===== src/hw/rtl/nrc_pkg.sv =====
// Shared constants, codes and types of the nearest reference classifier.
package nrc_pkg;

    localparam int REF_DEPTH = 64;

    localparam int PT_W = 16;
    localparam int ANG_W = 15;
    localparam int TOL_W = 4;
    localparam int CNT_W = 8;
    localparam int DIFF_W = 16;
    localparam int TOLP_W = 20;
    localparam int SQ_W = 30;
    localparam int DIST_W = 31;
    localparam int ENTRY_W = 1 + PT_W + 2 * ANG_W;

    localparam logic [TOL_W-1:0] TOL_RESET = 4'd3;
    localparam logic [DIFF_W-1:0] PI_FIXED = 16'd12868;
    localparam logic [DIFF_W-1:0] TWO_PI_FIXED = 16'd25736;
    localparam logic [CNT_W-1:0] CNT_MAX = 8'd255;

    localparam logic [1:0] MODE_CLEAR = 2'd0;
    localparam logic [1:0] MODE_LOAD = 2'd1;
    localparam logic [1:0] MODE_CLASSIFY = 2'd2;

    typedef enum logic [1:0] {
        ST_IDLE,
        ST_SCAN,
        ST_DRAIN,
        ST_FINISH
    } t_state;

    typedef struct packed {
        logic capture;
        logic clear_best;
        logic rd_en;
        logic emit;
    } t_cmd;

    typedef struct packed {
        logic busy;
    } t_sts;

endpackage


===== src/hw/rtl/nrc_ram.sv =====
// Generic simple dual-port RAM with one write port and a registered read port.
module nrc_ram #(
    parameter int WIDTH = 8,
    parameter int DEPTH = 64
) (
    input  logic                                       i_clk,
    input  logic                                       i_wr_en,
    input  logic [((DEPTH > 1) ? $clog2(DEPTH) : 1)-1:0] i_wr_addr,
    input  logic [WIDTH-1:0]                           i_wr_data,
    input  logic [((DEPTH > 1) ? $clog2(DEPTH) : 1)-1:0] i_rd_addr,
    output logic [WIDTH-1:0]                           o_rd_data
);

    logic [WIDTH-1:0] r_mem [DEPTH];
    logic [WIDTH-1:0] r_rd_data;

    always_ff @(posedge i_clk) begin
        if (i_wr_en) begin
            r_mem[i_wr_addr] <= i_wr_data;
        end
        r_rd_data <= r_mem[i_rd_addr];
    end

    assign o_rd_data = r_rd_data;

endmodule


===== src/hw/rtl/nrc_ctrl.sv =====
// Controller of the classifier: handshakes, table fill count and scan sequencing.
module nrc_ctrl import nrc_pkg::*; #(
    parameter int DEPTH = REF_DEPTH
) (
    input  logic                                       i_clk,
    input  logic                                       i_rst_n,
    input  logic                                       i_valid,
    input  logic [1:0]                                 i_mode,
    output logic                                       o_ready,
    output logic                                       o_out_valid,
    input  logic                                       i_out_ready,
    output t_cmd                                       o_cmd,
    input  t_sts                                       i_sts,
    output logic                                       o_wr_en,
    output logic [((DEPTH > 1) ? $clog2(DEPTH) : 1)-1:0] o_wr_addr,
    output logic [((DEPTH > 1) ? $clog2(DEPTH) : 1)-1:0] o_rd_addr
);

    localparam int AW = (DEPTH > 1) ? $clog2(DEPTH) : 1;
    localparam int CW = $clog2(DEPTH + 1);

    t_state r_state, n_state;
    logic [CW-1:0] r_count, n_count;
    logic [CW-1:0] r_idx, n_idx;
    logic r_out_valid, n_out_valid;
    logic [CW-1:0] idx_inc;

    always_ff @(posedge i_clk) begin
        if (!i_rst_n) begin
            r_state <= ST_IDLE;
            r_count <= '0;
            r_idx <= '0;
            r_out_valid <= 1'b0;
        end else begin
            r_state <= n_state;
            r_count <= n_count;
            r_idx <= n_idx;
            r_out_valid <= n_out_valid;
        end
    end

    assign idx_inc = r_idx + CW'(1);

    always_comb begin
        n_state = r_state;
        n_count = r_count;
        n_idx = r_idx;
        o_ready = 1'b0;
        o_cmd = '0;
        o_wr_en = 1'b0;
        case (r_state)
            ST_IDLE: begin
                o_ready = 1'b1;
                if (i_valid) begin
                    case (i_mode)
                        MODE_CLEAR: begin
                            n_count = '0;
                        end
                        MODE_LOAD: begin
                            if (r_count < CW'(DEPTH)) begin
                                o_wr_en = 1'b1;
                                n_count = r_count + CW'(1);
                            end
                        end
                        MODE_CLASSIFY: begin
                            o_cmd.capture = 1'b1;
                            o_cmd.clear_best = 1'b1;
                            n_idx = '0;
                            n_state = (r_count == '0) ? ST_DRAIN : ST_SCAN;
                        end
                        default: begin
                        end
                    endcase
                end
            end
            ST_SCAN: begin
                o_cmd.rd_en = 1'b1;
                n_idx = idx_inc;
                if (idx_inc == r_count) begin
                    n_state = ST_DRAIN;
                end
            end
            ST_DRAIN: begin
                if (!i_sts.busy) begin
                    n_state = ST_FINISH;
                end
            end
            ST_FINISH: begin
                if (!r_out_valid || i_out_ready) begin
                    o_cmd.emit = 1'b1;
                    n_state = ST_IDLE;
                end
            end
            default: begin
                n_state = ST_IDLE;
            end
        endcase
    end

    always_comb begin
        if (o_cmd.emit) begin
            n_out_valid = 1'b1;
        end else if (i_out_ready) begin
            n_out_valid = 1'b0;
        end else begin
            n_out_valid = r_out_valid;
        end
    end

    assign o_out_valid = r_out_valid;
    assign o_wr_addr = r_count[AW-1:0];
    assign o_rd_addr = r_idx[AW-1:0];

endmodule


===== src/hw/rtl/nrc_dp.sv =====
// Datapath of the classifier: distance pipeline, nearest tracking and jet counters.
module nrc_dp import nrc_pkg::*; (
    input  logic                    i_clk,
    input  logic                    i_rst_n,
    input  logic                    i_cfg_wr_en,
    input  logic [TOL_W-1:0]        i_cfg_wr_data,
    input  t_cmd                    i_cmd,
    output t_sts                    o_sts,
    input  logic [PT_W-1:0]         i_pt,
    input  logic signed [ANG_W-1:0] i_eta,
    input  logic signed [ANG_W-1:0] i_phi,
    input  logic                    i_last_constituent,
    input  logic [ENTRY_W-1:0]      i_rd_data,
    output logic                    o_is_isr,
    output logic [CNT_W-1:0]        o_scalar_total,
    output logic [CNT_W-1:0]        o_isr_total,
    output logic                    o_jet_done
);

    logic [TOL_W-1:0] r_tol;

    logic [PT_W-1:0] r_q_pt;
    logic signed [ANG_W-1:0] r_q_eta;
    logic signed [ANG_W-1:0] r_q_phi;
    logic r_q_last;

    logic r_v0, r_v1, r_v2, r_v3, r_v4;

    logic r_s1_isr;
    logic [DIFF_W-1:0] r_s1_dpt;
    logic [TOLP_W-1:0] r_s1_tolprod;
    logic signed [DIFF_W-1:0] r_s1_deta;
    logic [DIFF_W-1:0] r_s1_dphi;

    logic r_s2_isr, r_s2_qual;
    logic signed [DIFF_W-1:0] r_s2_deta;
    logic signed [DIFF_W-1:0] r_s2_dphi;

    logic r_s3_isr, r_s3_qual;
    logic [SQ_W-1:0] r_s3_eta_sq;
    logic [SQ_W-1:0] r_s3_phi_sq;

    logic r_s4_isr, r_s4_qual;
    logic [DIST_W-1:0] r_s4_dist;

    logic r_sc_found, r_isr_found;
    logic [DIST_W-1:0] r_sc_best, r_isr_best;

    logic [CNT_W-1:0] r_sc_cnt, r_isr_cnt;
    logic r_out_isr, r_out_last;
    logic [CNT_W-1:0] r_out_sc, r_out_isr_cnt;

    logic ref_isr;
    logic [PT_W-1:0] ref_pt;
    logic signed [ANG_W-1:0] ref_eta, ref_phi;
    logic signed [DIFF_W:0] dpt_s;
    logic signed [DIFF_W-1:0] deta_s, dphi_s;
    logic [TOLP_W-1:0] dpt10;
    logic signed [2*DIFF_W-1:0] eta_sq_full, phi_sq_full;
    logic cls_isr;
    logic [CNT_W-1:0] sc_next, isr_next;

    assign ref_isr = i_rd_data[ENTRY_W-1];
    assign ref_pt = i_rd_data[ENTRY_W-2 -: PT_W];
    assign ref_eta = i_rd_data[2*ANG_W-1 -: ANG_W];
    assign ref_phi = i_rd_data[ANG_W-1:0];

    assign dpt_s = $signed({1'b0, ref_pt}) - $signed({1'b0, r_q_pt});
    assign deta_s = DIFF_W'(ref_eta) - DIFF_W'(r_q_eta);
    assign dphi_s = DIFF_W'(ref_phi) - DIFF_W'(r_q_phi);
    assign dpt10 = {1'b0, r_s1_dpt, 3'b000} + {3'b000, r_s1_dpt, 1'b0};
    assign eta_sq_full = r_s2_deta * r_s2_deta;
    assign phi_sq_full = r_s2_dphi * r_s2_dphi;

    always_ff @(posedge i_clk) begin
        if (!i_rst_n) begin
            r_tol <= TOL_RESET;
            r_v0 <= 1'b0;
            r_v1 <= 1'b0;
            r_v2 <= 1'b0;
            r_v3 <= 1'b0;
            r_v4 <= 1'b0;
            r_sc_found <= 1'b0;
            r_isr_found <= 1'b0;
            r_sc_cnt <= '0;
            r_isr_cnt <= '0;
        end else begin
            if (i_cfg_wr_en) begin
                r_tol <= i_cfg_wr_data;
            end
            r_v0 <= i_cmd.rd_en;
            r_v1 <= r_v0;
            r_v2 <= r_v1;
            r_v3 <= r_v2;
            r_v4 <= r_v3;
            if (i_cmd.clear_best) begin
                r_sc_found <= 1'b0;
                r_isr_found <= 1'b0;
            end else if (r_v4 && r_s4_qual) begin
                if (r_s4_isr) begin
                    if (!r_isr_found || (r_s4_dist < r_isr_best)) begin
                        r_isr_found <= 1'b1;
                    end
                end else begin
                    if (!r_sc_found || (r_s4_dist < r_sc_best)) begin
                        r_sc_found <= 1'b1;
                    end
                end
            end
            if (i_cmd.emit) begin
                r_sc_cnt <= r_q_last ? '0 : sc_next;
                r_isr_cnt <= r_q_last ? '0 : isr_next;
            end
        end
    end

    // Best distances are payload; the found flags qualify them.
    always_ff @(posedge i_clk) begin
        if (!i_cmd.clear_best && r_v4 && r_s4_qual) begin
            if (r_s4_isr) begin
                if (!r_isr_found || (r_s4_dist < r_isr_best)) begin
                    r_isr_best <= r_s4_dist;
                end
            end else begin
                if (!r_sc_found || (r_s4_dist < r_sc_best)) begin
                    r_sc_best <= r_s4_dist;
                end
            end
        end
    end

    always_ff @(posedge i_clk) begin
        if (i_cmd.capture) begin
            r_q_pt <= i_pt;
            r_q_eta <= i_eta;
            r_q_phi <= i_phi;
            r_q_last <= i_last_constituent;
        end

        r_s1_isr <= ref_isr;
        r_s1_dpt <= dpt_s[DIFF_W] ? DIFF_W'(-dpt_s) : DIFF_W'(dpt_s);
        r_s1_tolprod <= TOLP_W'(r_tol) * TOLP_W'(ref_pt);
        r_s1_deta <= deta_s;
        r_s1_dphi <= dphi_s[DIFF_W-1] ? DIFF_W'(-dphi_s) : DIFF_W'(dphi_s);

        r_s2_isr <= r_s1_isr;
        r_s2_qual <= (dpt10 <= r_s1_tolprod);
        r_s2_deta <= r_s1_deta;
        r_s2_dphi <= (r_s1_dphi > PI_FIXED) ? $signed(r_s1_dphi - TWO_PI_FIXED)
                                           : $signed(r_s1_dphi);

        r_s3_isr <= r_s2_isr;
        r_s3_qual <= r_s2_qual;
        r_s3_eta_sq <= eta_sq_full[SQ_W-1:0];
        r_s3_phi_sq <= phi_sq_full[SQ_W-1:0];

        r_s4_isr <= r_s3_isr;
        r_s4_qual <= r_s3_qual;
        r_s4_dist <= DIST_W'(r_s3_eta_sq) + DIST_W'(r_s3_phi_sq);

        if (i_cmd.emit) begin
            r_out_isr <= cls_isr;
            r_out_sc <= sc_next;
            r_out_isr_cnt <= isr_next;
            r_out_last <= r_q_last;
        end
    end

    // An ISR reference wins only when strictly nearer than the best scalar, so a tie goes to the scalar.
    assign cls_isr = r_isr_found && (!r_sc_found || (r_isr_best < r_sc_best));

    always_comb begin
        sc_next = r_sc_cnt;
        isr_next = r_isr_cnt;
        if (cls_isr) begin
            if (r_isr_cnt != CNT_MAX) begin
                isr_next = r_isr_cnt + CNT_W'(1);
            end
        end else begin
            if (r_sc_cnt != CNT_MAX) begin
                sc_next = r_sc_cnt + CNT_W'(1);
            end
        end
    end

    assign o_sts.busy = r_v0 | r_v1 | r_v2 | r_v3 | r_v4;
    assign o_is_isr = r_out_isr;
    assign o_scalar_total = r_out_sc;
    assign o_isr_total = r_out_isr_cnt;
    assign o_jet_done = r_out_last;

endmodule


===== src/hw/rtl/nearest_reference_classifier.sv =====
// Top level of the nearest reference classifier.
// A classify transaction reads the reference table through its single read
// port, one loaded reference per cycle, and then drains the distance pipeline;
// when the table is empty it skips the scan. A result still waiting on the
// output can hold the transaction back. The next input transaction is taken
// while a result still waits on the output. Each result carries the class of
// the nearest qualifying reference, scalar when none qualifies, and the
// per-jet counts, which restart after a result that closes the jet.
module nearest_reference_classifier import nrc_pkg::*; #(
    parameter int DEPTH = REF_DEPTH
) (
    input  logic                    i_clk,
    input  logic                    i_rst_n,
    input  logic                    i_cfg_wr_en,
    input  logic [TOL_W-1:0]        i_cfg_wr_data,
    input  logic                    i_valid,
    output logic                    o_ready,
    input  logic [1:0]              i_mode,
    input  logic                    i_ref_is_isr,
    input  logic [PT_W-1:0]         i_pt,
    input  logic signed [ANG_W-1:0] i_eta,
    input  logic signed [ANG_W-1:0] i_phi,
    input  logic                    i_last_constituent,
    output logic                    o_valid,
    input  logic                    i_ready,
    output logic                    o_is_isr,
    output logic [CNT_W-1:0]        o_scalar_total,
    output logic [CNT_W-1:0]        o_isr_total,
    output logic                    o_jet_done
);

    localparam int AW = (DEPTH > 1) ? $clog2(DEPTH) : 1;

    t_cmd cmd;
    t_sts sts;
    logic wr_en;
    logic [AW-1:0] wr_addr, rd_addr;
    logic [ENTRY_W-1:0] wr_data, rd_data;

    assign wr_data = {i_ref_is_isr, i_pt, i_eta, i_phi};

    nrc_ram #(
        .WIDTH(ENTRY_W),
        .DEPTH(DEPTH)
    ) u_table (
        .i_clk     (i_clk),
        .i_wr_en   (wr_en),
        .i_wr_addr (wr_addr),
        .i_wr_data (wr_data),
        .i_rd_addr (rd_addr),
        .o_rd_data (rd_data)
    );

    nrc_ctrl #(
        .DEPTH(DEPTH)
    ) u_ctrl (
        .i_clk       (i_clk),
        .i_rst_n     (i_rst_n),
        .i_valid     (i_valid),
        .i_mode      (i_mode),
        .o_ready     (o_ready),
        .o_out_valid (o_valid),
        .i_out_ready (i_ready),
        .o_cmd       (cmd),
        .i_sts       (sts),
        .o_wr_en     (wr_en),
        .o_wr_addr   (wr_addr),
        .o_rd_addr   (rd_addr)
    );

    nrc_dp u_dp (
        .i_clk              (i_clk),
        .i_rst_n            (i_rst_n),
        .i_cfg_wr_en        (i_cfg_wr_en),
        .i_cfg_wr_data      (i_cfg_wr_data),
        .i_cmd              (cmd),
        .o_sts              (sts),
        .i_pt               (i_pt),
        .i_eta              (i_eta),
        .i_phi              (i_phi),
        .i_last_constituent (i_last_constituent),
        .i_rd_data          (rd_data),
        .o_is_isr           (o_is_isr),
        .o_scalar_total     (o_scalar_total),
        .o_isr_total        (o_isr_total),
        .o_jet_done         (o_jet_done)
    );

    a_emit_when_drained: assert property (@(posedge i_clk) disable iff (!i_rst_n)
        cmd.emit |-> !sts.busy)
        else $error("Result emitted while the distance pipeline still holds references.");

    a_no_accept_while_busy: assert property (@(posedge i_clk) disable iff (!i_rst_n)
        sts.busy |-> !o_ready)
        else $error("Input ready while a classification is in flight.");

    a_no_scan_on_capture: assert property (@(posedge i_clk) disable iff (!i_rst_n)
        cmd.capture |-> !cmd.rd_en && !sts.busy)
        else $error("Query captured during a table scan.");

    a_emit_shows_result: assert property (@(posedge i_clk) disable iff (!i_rst_n)
        cmd.emit |=> o_valid)
        else $error("Emitted result not presented on the output.");

endmodule


===== config.mk =====
export PLATFORM = sky130hd
export DESIGN_NAME = nearest_reference_classifier
export DESIGN_NICKNAME = d
export VERILOG_FILES = /design/src/hw/rtl/nrc_pkg.sv /design/src/hw/rtl/nrc_ram.sv /design/src/hw/rtl/nrc_ctrl.sv /design/src/hw/rtl/nrc_dp.sv /design/src/hw/rtl/nearest_reference_classifier.sv
export SDC_FILE = /design/constraint.sdc
export NUM_CORES = 2
export LEC_CHECK = 0
export ABC_CLOCK_PERIOD_IN_PS = 8500
export BUFFER_PORTS_ARGS = -buffer_cell sky130_fd_sc_hd__buf_2
export CAP_MARGIN = 30
export CORE_MARGIN = 2
export CORE_UTILIZATION = 50
export CTS_BUF_LIST = sky130_fd_sc_hd__clkbuf_4
export DETAILED_ROUTE_END_ITERATION = 16
export PLACE_DENSITY = 0.68
export SLEW_MARGIN = 20
export SYNTH_ARGS = -nofsm -noshare
export SYNTH_HDL_FRONTEND = slang
export SYNTH_HIERARCHICAL = 1
export SYNTH_SLANG_ARGS = --single-unit

===== constraint.sdc =====
create_clock -name i_clk -period 8.5 [get_ports i_clk]
set_input_delay 0.425 -clock i_clk [delete_from_list [all_inputs] [get_ports i_clk]]
set_output_delay 0.425 -clock i_clk [all_outputs]
set_load 0.01 [all_outputs]

Word-level counts from Yosys, hierarchy flattened
Memory sizes are Yosys's and may differ from the RTL's. A register that Yosys moved wholly into a read port is not among the register bits.
Index checks and enable logic that the tools add are counted.
- bits in writable memories: 3008
- memories kept: 1
- flip-flop bits (word level): 369
- output and inout port bits: 20
- reduce and logical (&&, ||, !) cells: 26
- multipliers: 3
- $add $sub $neg: 12
- equality and inequality tests: 14
- bitwise logic cells: 6
- muxes and demuxes: 36
- magnitude comparators: 6
- memories (name ; words ; bits a word ; rd ports ; clocked after Yosys merged registers in ; wr ports ; RTL line ; text):
    u_table.r_mem ; 64 ; 47 ; 1 ; 1 ; 1 ; nrc_ram.sv:14 ; logic [WIDTH-1:0] r_mem [DEPTH];
- operator list (cell ; count):
    < comparator 31 bit ; 3
    multiplier 16 x 16 -> 30 bit ; 2
    2-to-1 mux 8 bit ; 6
    2-to-1 mux 16 bit ; 2
    negation 16 bit ; 2
    subtractor 15 x 15 -> 16 bit ; 2
    adder 30 x 30 -> 31 bit ; 1
    case mux 7 bit (2 select lines) ; 2
    2-to-1 mux 7 bit ; 3
    adder 19 x 17 -> 20 bit ; 1
    less-or-equal comparator 20 bit ; 1
    multiplier 4 x 16 -> 20 bit ; 1
    2-to-1 mux 2 bit ; 9
    subtractor 16 x 16 -> 17 bit ; 1
    adder 8 x 1 -> 8 bit, second input constant ; 2
    greater-than comparator 16 x 14 -> 1 bit, second input constant ; 1
    != test 8 bit, second input constant ; 2
    subtractor 16 x 15 -> 16 bit, second input constant ; 1
    2-to-1 mux 15 bit ; 1
    AND reduction 3 bit ; 5
    adder 7 x 1 -> 7 bit, second input constant ; 2
    2-to-1 mux 1 bit ; 12
    case mux 2 bit (4 select lines) ; 1
    == test 7 bit ; 1
    other kinds (16) ; 39

Depth between registers and ports, before layout
- depth in word-level cells: 8
- gate-level depth with buffers: 26
- depth with buffers taken out: 24

Modules after synthesis
Netlist, hierarchy kept.
- by module, submodules not included (module ; instances ; cells each ; area an instance (um2) ; sequential area each (um2)):
    nrc_ram ; 1 ; 4890 ; 114797.6 ; 91267.5
    nrc_dp ; 1 ; 3658 ; 35454.0 ; 8277.9
    nrc_ctrl ; 1 ; 144 ; 1202.4 ; 340.3

Least setup slack after synthesis
Ideal clock, no wire load.
- kind: register to register
- start: register u_dp.r_s2_dphi[4]
- end: register u_dp.r_s3_phi_sq[28]
- data arrival time: 6.001 ns
- data required time: 8.377 ns
- path slack: 2.376 ns
- cell stages (with the launch flop): 22
- cell sequence: dfxtp_1 > clkbuf_1 > clkbuf_1 > nand2_1 > fa_1 > fa_1 > fa_1 > inv_1 > fa_1 > fa_1 > inv_1 > fa_1 > inv_1 > ha_1 > nand3_1 > or4b_1 > a211oi_1 > a211o_1 > o21bai_1 > a21oi_1 > a211oi_1 > xnor2_1
- word-level cells in the longest chain between the ends: 1
- RTL lines (what ; RTL line ; text):
    start, declared ; nrc_dp.sv:37 ; logic signed [DIFF_W-1:0] r_s2_dphi;
    start signal, assigned ; nrc_dp.sv:149 ; r_s2_dphi <= (r_s1_dphi > PI_FIXED) ? $signed(r_s1_dphi - TWO_PI_FIXED)
    multiplier 16 x 16 -> 30 bit ; nrc_dp.sv:73 ; assign phi_sq_full = r_s2_dphi * r_s2_dphi;
    named net u_dp.phi_sq_full[28] ; nrc_dp.sv:59 ; logic signed [2*DIFF_W-1:0] eta_sq_full, phi_sq_full;
    end signal, assigned ; nrc_dp.sv:155 ; r_s3_phi_sq <= phi_sq_full[SQ_W-1:0];
    end, declared ; nrc_dp.sv:41 ; logic [SQ_W-1:0] r_s3_phi_sq;
The timed path passes the listed nets, and every way through them passes these cells.
A chain may end at the register's enable or synchronous reset.

Worst setup path in the final report
- start: register u_dp.r_s2_dphi[5]
- end: register u_dp.r_s3_phi_sq[28]
The elaborated chain is that of the path after synthesis.

==> results.md <==
* Status: finished, final reports clean
* Clock Skew at 0.150 ns
* Arrival time worst endpoint at 8.32 ns
* Synth warnings at 6
* Initial Utilization at 0.501
* Smallest hold slack at 0.0476 ns
* CTS Buf Count at 823
* Setup total negative slack at 0 ns
* Top cell type by total area after synthesis: edfxtp_1
* Reg2Reg Depth at 22
* Max clock buf depth at 4
* DRT antenna net count at 0
* Fill count at 23100
* Drt pass-1 iters at 5
* Core Util, Final at 0.564
* DRT iter0 DRCs at 10100
* Startpoint types: register
* Worst-skew pair later-pin latency at 1.63 ns
* Final wirelength at 386000 um
* Setup Viol. Count Final at 0
* Sequential area share after synthesis at 0.660
* Post-CTS Resized at 0
* Period utilization at 0.815
* Post-synth top area share at 0.622
* Commonest register cell after synthesis: edfxtp_1
* Crit Path Class: register to register
* Die W at 554 um
* # rows at 202
* Post-synthesis async set-or-reset flop share at 0
* Synth Cell Area at 151000 um^2
* Root Driver: clkbuf_4
* Share of cells above drive strength 1 at 0.247
* I/O Buffers at 78
* Max Cap Viol at 0
* Via/cell ratio at 5.97
* End of the worst register-to-register path: u_dp/r_s3_phi_sq[28]
* Setup slack, reg-to-reg at 1.57 ns
* Gp weighted congestion at 0.843
* Post-synth EDFFs at 3135
* # IOs at 79
* Largest net degree at the start of global routing at 103
* Syn_nets at 9634
* Tightest Pin Transition at 1.12 ns
* Mean area per synthesized cell at 17.4 um^2
* Max Slew Vio Count at 0
* CTS tree: built
* Commonest cells after routing, fill and taps aside: edfxtp_1 (3135), clkbuf_4 (1223), inv_1 (848)
* Worst Slack Setup Final at 1.57 ns
* Clk slew on worst S/H paths at 0.07 ns
* RSZ-0062 raised after global routing: false
* Global route total overflow at 0
* Die height at 554 um
* Post-place setup slack at 1.59 ns
* Seq cells post-synth at 3422
* Period minus WS final at 6.93 ns
* Critical path peak fanout at 19
* Start point of the critical path: u_dp/r_s2_dphi[5]
* Vias in the first global route at 87300
* Worst Setup EP: u_dp/r_s3_phi_sq[28]
* Worst Path Required at 9.89 ns
* Routed len/inst at 27.1 um
* Nets at 10500
* First-pass GRT wire length at 563000 um
* Top cells by area, synth: edfxtp_1 (62%), mux4_2 (11%), fa_1 (6.4%)
* Fmax achieved at 144 MHz
* Synth unique cells at 98
* Area of the core at 302000 um^2
* Critical Path Sink Type: register
* Layout area overhead at 12.5%
* Via count at 85100
* Initial antenna violation count at 28
* Final hold viol count at 0
* CTS Sinks at 3422
* Slew HR at 0.250
* H-Tree Depth at 6
* Most common cell after layout, fill and taps aside: edfxtp_1
* Reg2reg start: u_dp/r_s2_dphi[5]
* Mapped Cells at 8692
* Die area at 307000 um^2
* Hold Path Class: input port to register
* DP HPWL at 233000 um
* GRT Total Usage at 0.250
* Post-route DRC at 0
==> cells in the mapped netlist, types with 35 or more instances <==
cell type / count
a221oi_1: 35
xor2_1: 57
nand2_1: 303
xnor2_1: 166
clkbuf_1: 163
a21oi_1: 203
and3_1: 35
inv_1: 848
nand3_1: 68
nand2b_1: 38
o21ai_0: 102
buf_2: 99
dfxtp_1: 287
buf_4: 50
o21a_1: 35
mux2i_1: 119
nor2_1: 312
o22ai_1: 176
nor3_1: 41
edfxtp_1: 3135
nor2b_1: 63
ha_1: 402
a21o_1: 73
fa_1: 481
mux2_2: 45
o221ai_1: 59
nor4_1: 42
and2_1: 110
mux4_2: 720
==> per-stage QoR <==
| step | std cells | area [um^2] |
|---|---|---|
| after floorplan | 8692 | 151000 |
| after global placement | 12500 | 157000 |
| after detailed placement | 12600 | 158000 |
| after CTS | 14200 | 170000 |
| after global routing | 14200 | 170000 |
| final | 14200 | 170000 |
==> routing by layer <==
metal,part of all wire,GRT usage,vias to the layer above
met5,0.00035,0,-
met3,0.11,0.0533,626
met4,0.028,0.0775,20
met2,0.48,0.400,4737
li1,-,-,35700
met1,0.39,0.345,44000
==> final cells by class <==
class	count	area [um^2]	area share
clock buffer	1222	9170	0.0539
clock inverter	241	1410	0.00826
antenna	19	47.5	0.000279
multi-input combinational	4057	47100	0.277
inverter	851	3190	0.0188
timing repair buffer	451	4510	0.0265
tap	3978	4980	0.0292
sequential	3422	99900	0.587
==> cell families after synthesis <==
family	Yosys count	synth area share
AOI/OAI and AO/OA	947	0.0428
xor gates and xnor gates	227	0.0133
adders and majority gates	883	0.0968
buffers and inverters	1213	0.0335
DFF	3422	0.660
muxes	884	0.118
and+or+nand+nor	1116	0.0358
==> worst min-delay path by stage <==
stage	from	end	slack (ns)	cells after the start
floorplan	u_table/o_rd_data[46]	u_dp/r_s1_isr	0.31	0
global placement	u_dp/r_s1_deta[11]	u_dp/r_s2_deta[11]	0.31	0
detailed placement	u_dp/r_s1_deta[11]	u_dp/r_s2_deta[11]	0.31	0
CTS	i_valid	u_ctrl/r_state[1]	0.02	7
global route	i_pt[5]	u_table/r_mem[23][35]	0.04	3
finish	i_phi[8]	u_table/r_mem[20][8]	0.05	3
==> worst max-delay path: stages (launching register included) <==
cell and delay [ns]:
dfxtp_1 0.86, and2_1 0.28, inv_1 0.08, fa_1 0.51, inv_1 0.05, fa_1 0.50
inv_1 0.05, fa_1 0.47, inv_1 0.06, fa_1 0.50, fa_1 0.55, inv_1 0.06
fa_1 0.52, inv_1 0.04, ha_1 0.36, nand3_1 0.14, or4b_1 0.61, a211oi_1 0.40
a211o_1 0.19, o21bai_1 0.10, a21oi_1 0.20, a211oi_1 0.12, xnor2_1 0.15
==> flip-flops by register name (all words and copies together) (netlist names), 4 cells and up <==
register and flops:
u_dp/r_isr_cnt 8, u_dp/r_s2_deta 16, u_dp/r_s3_phi_sq 29, u_dp/r_q_phi 15, u_dp/o_scalar_total 8, u_dp/r_sc_best 31, u_dp/r_sc_cnt 8, u_dp/r_s1_dpt 16
u_ctrl/r_idx 7, u_dp/r_s1_deta 16, u_dp/r_tol 4, u_dp/r_s1_dphi 16, u_dp/r_isr_best 31, u_table/o_rd_data 47, u_dp/r_s3_eta_sq 29, u_dp/r_s1_tolprod 20
u_ctrl/r_count 7, u_table/r_mem 3008, u_dp/r_q_eta 15, u_dp/o_isr_total 8, u_dp/r_s4_dist 31, u_dp/r_s2_dphi 16, u_dp/r_q_pt 16
==> what timing repair did <==
| action | in CTS | in global routing |
|---|---|---|
| hold buffers | 135 | 12 |
| hold endpoints to repair | 3232 | 146 |
| buffers inserted | 0 | 0 |
Power is not shown: default switching activity piles up to over one toggle a cycle in this logic, so the estimate is an artifact.
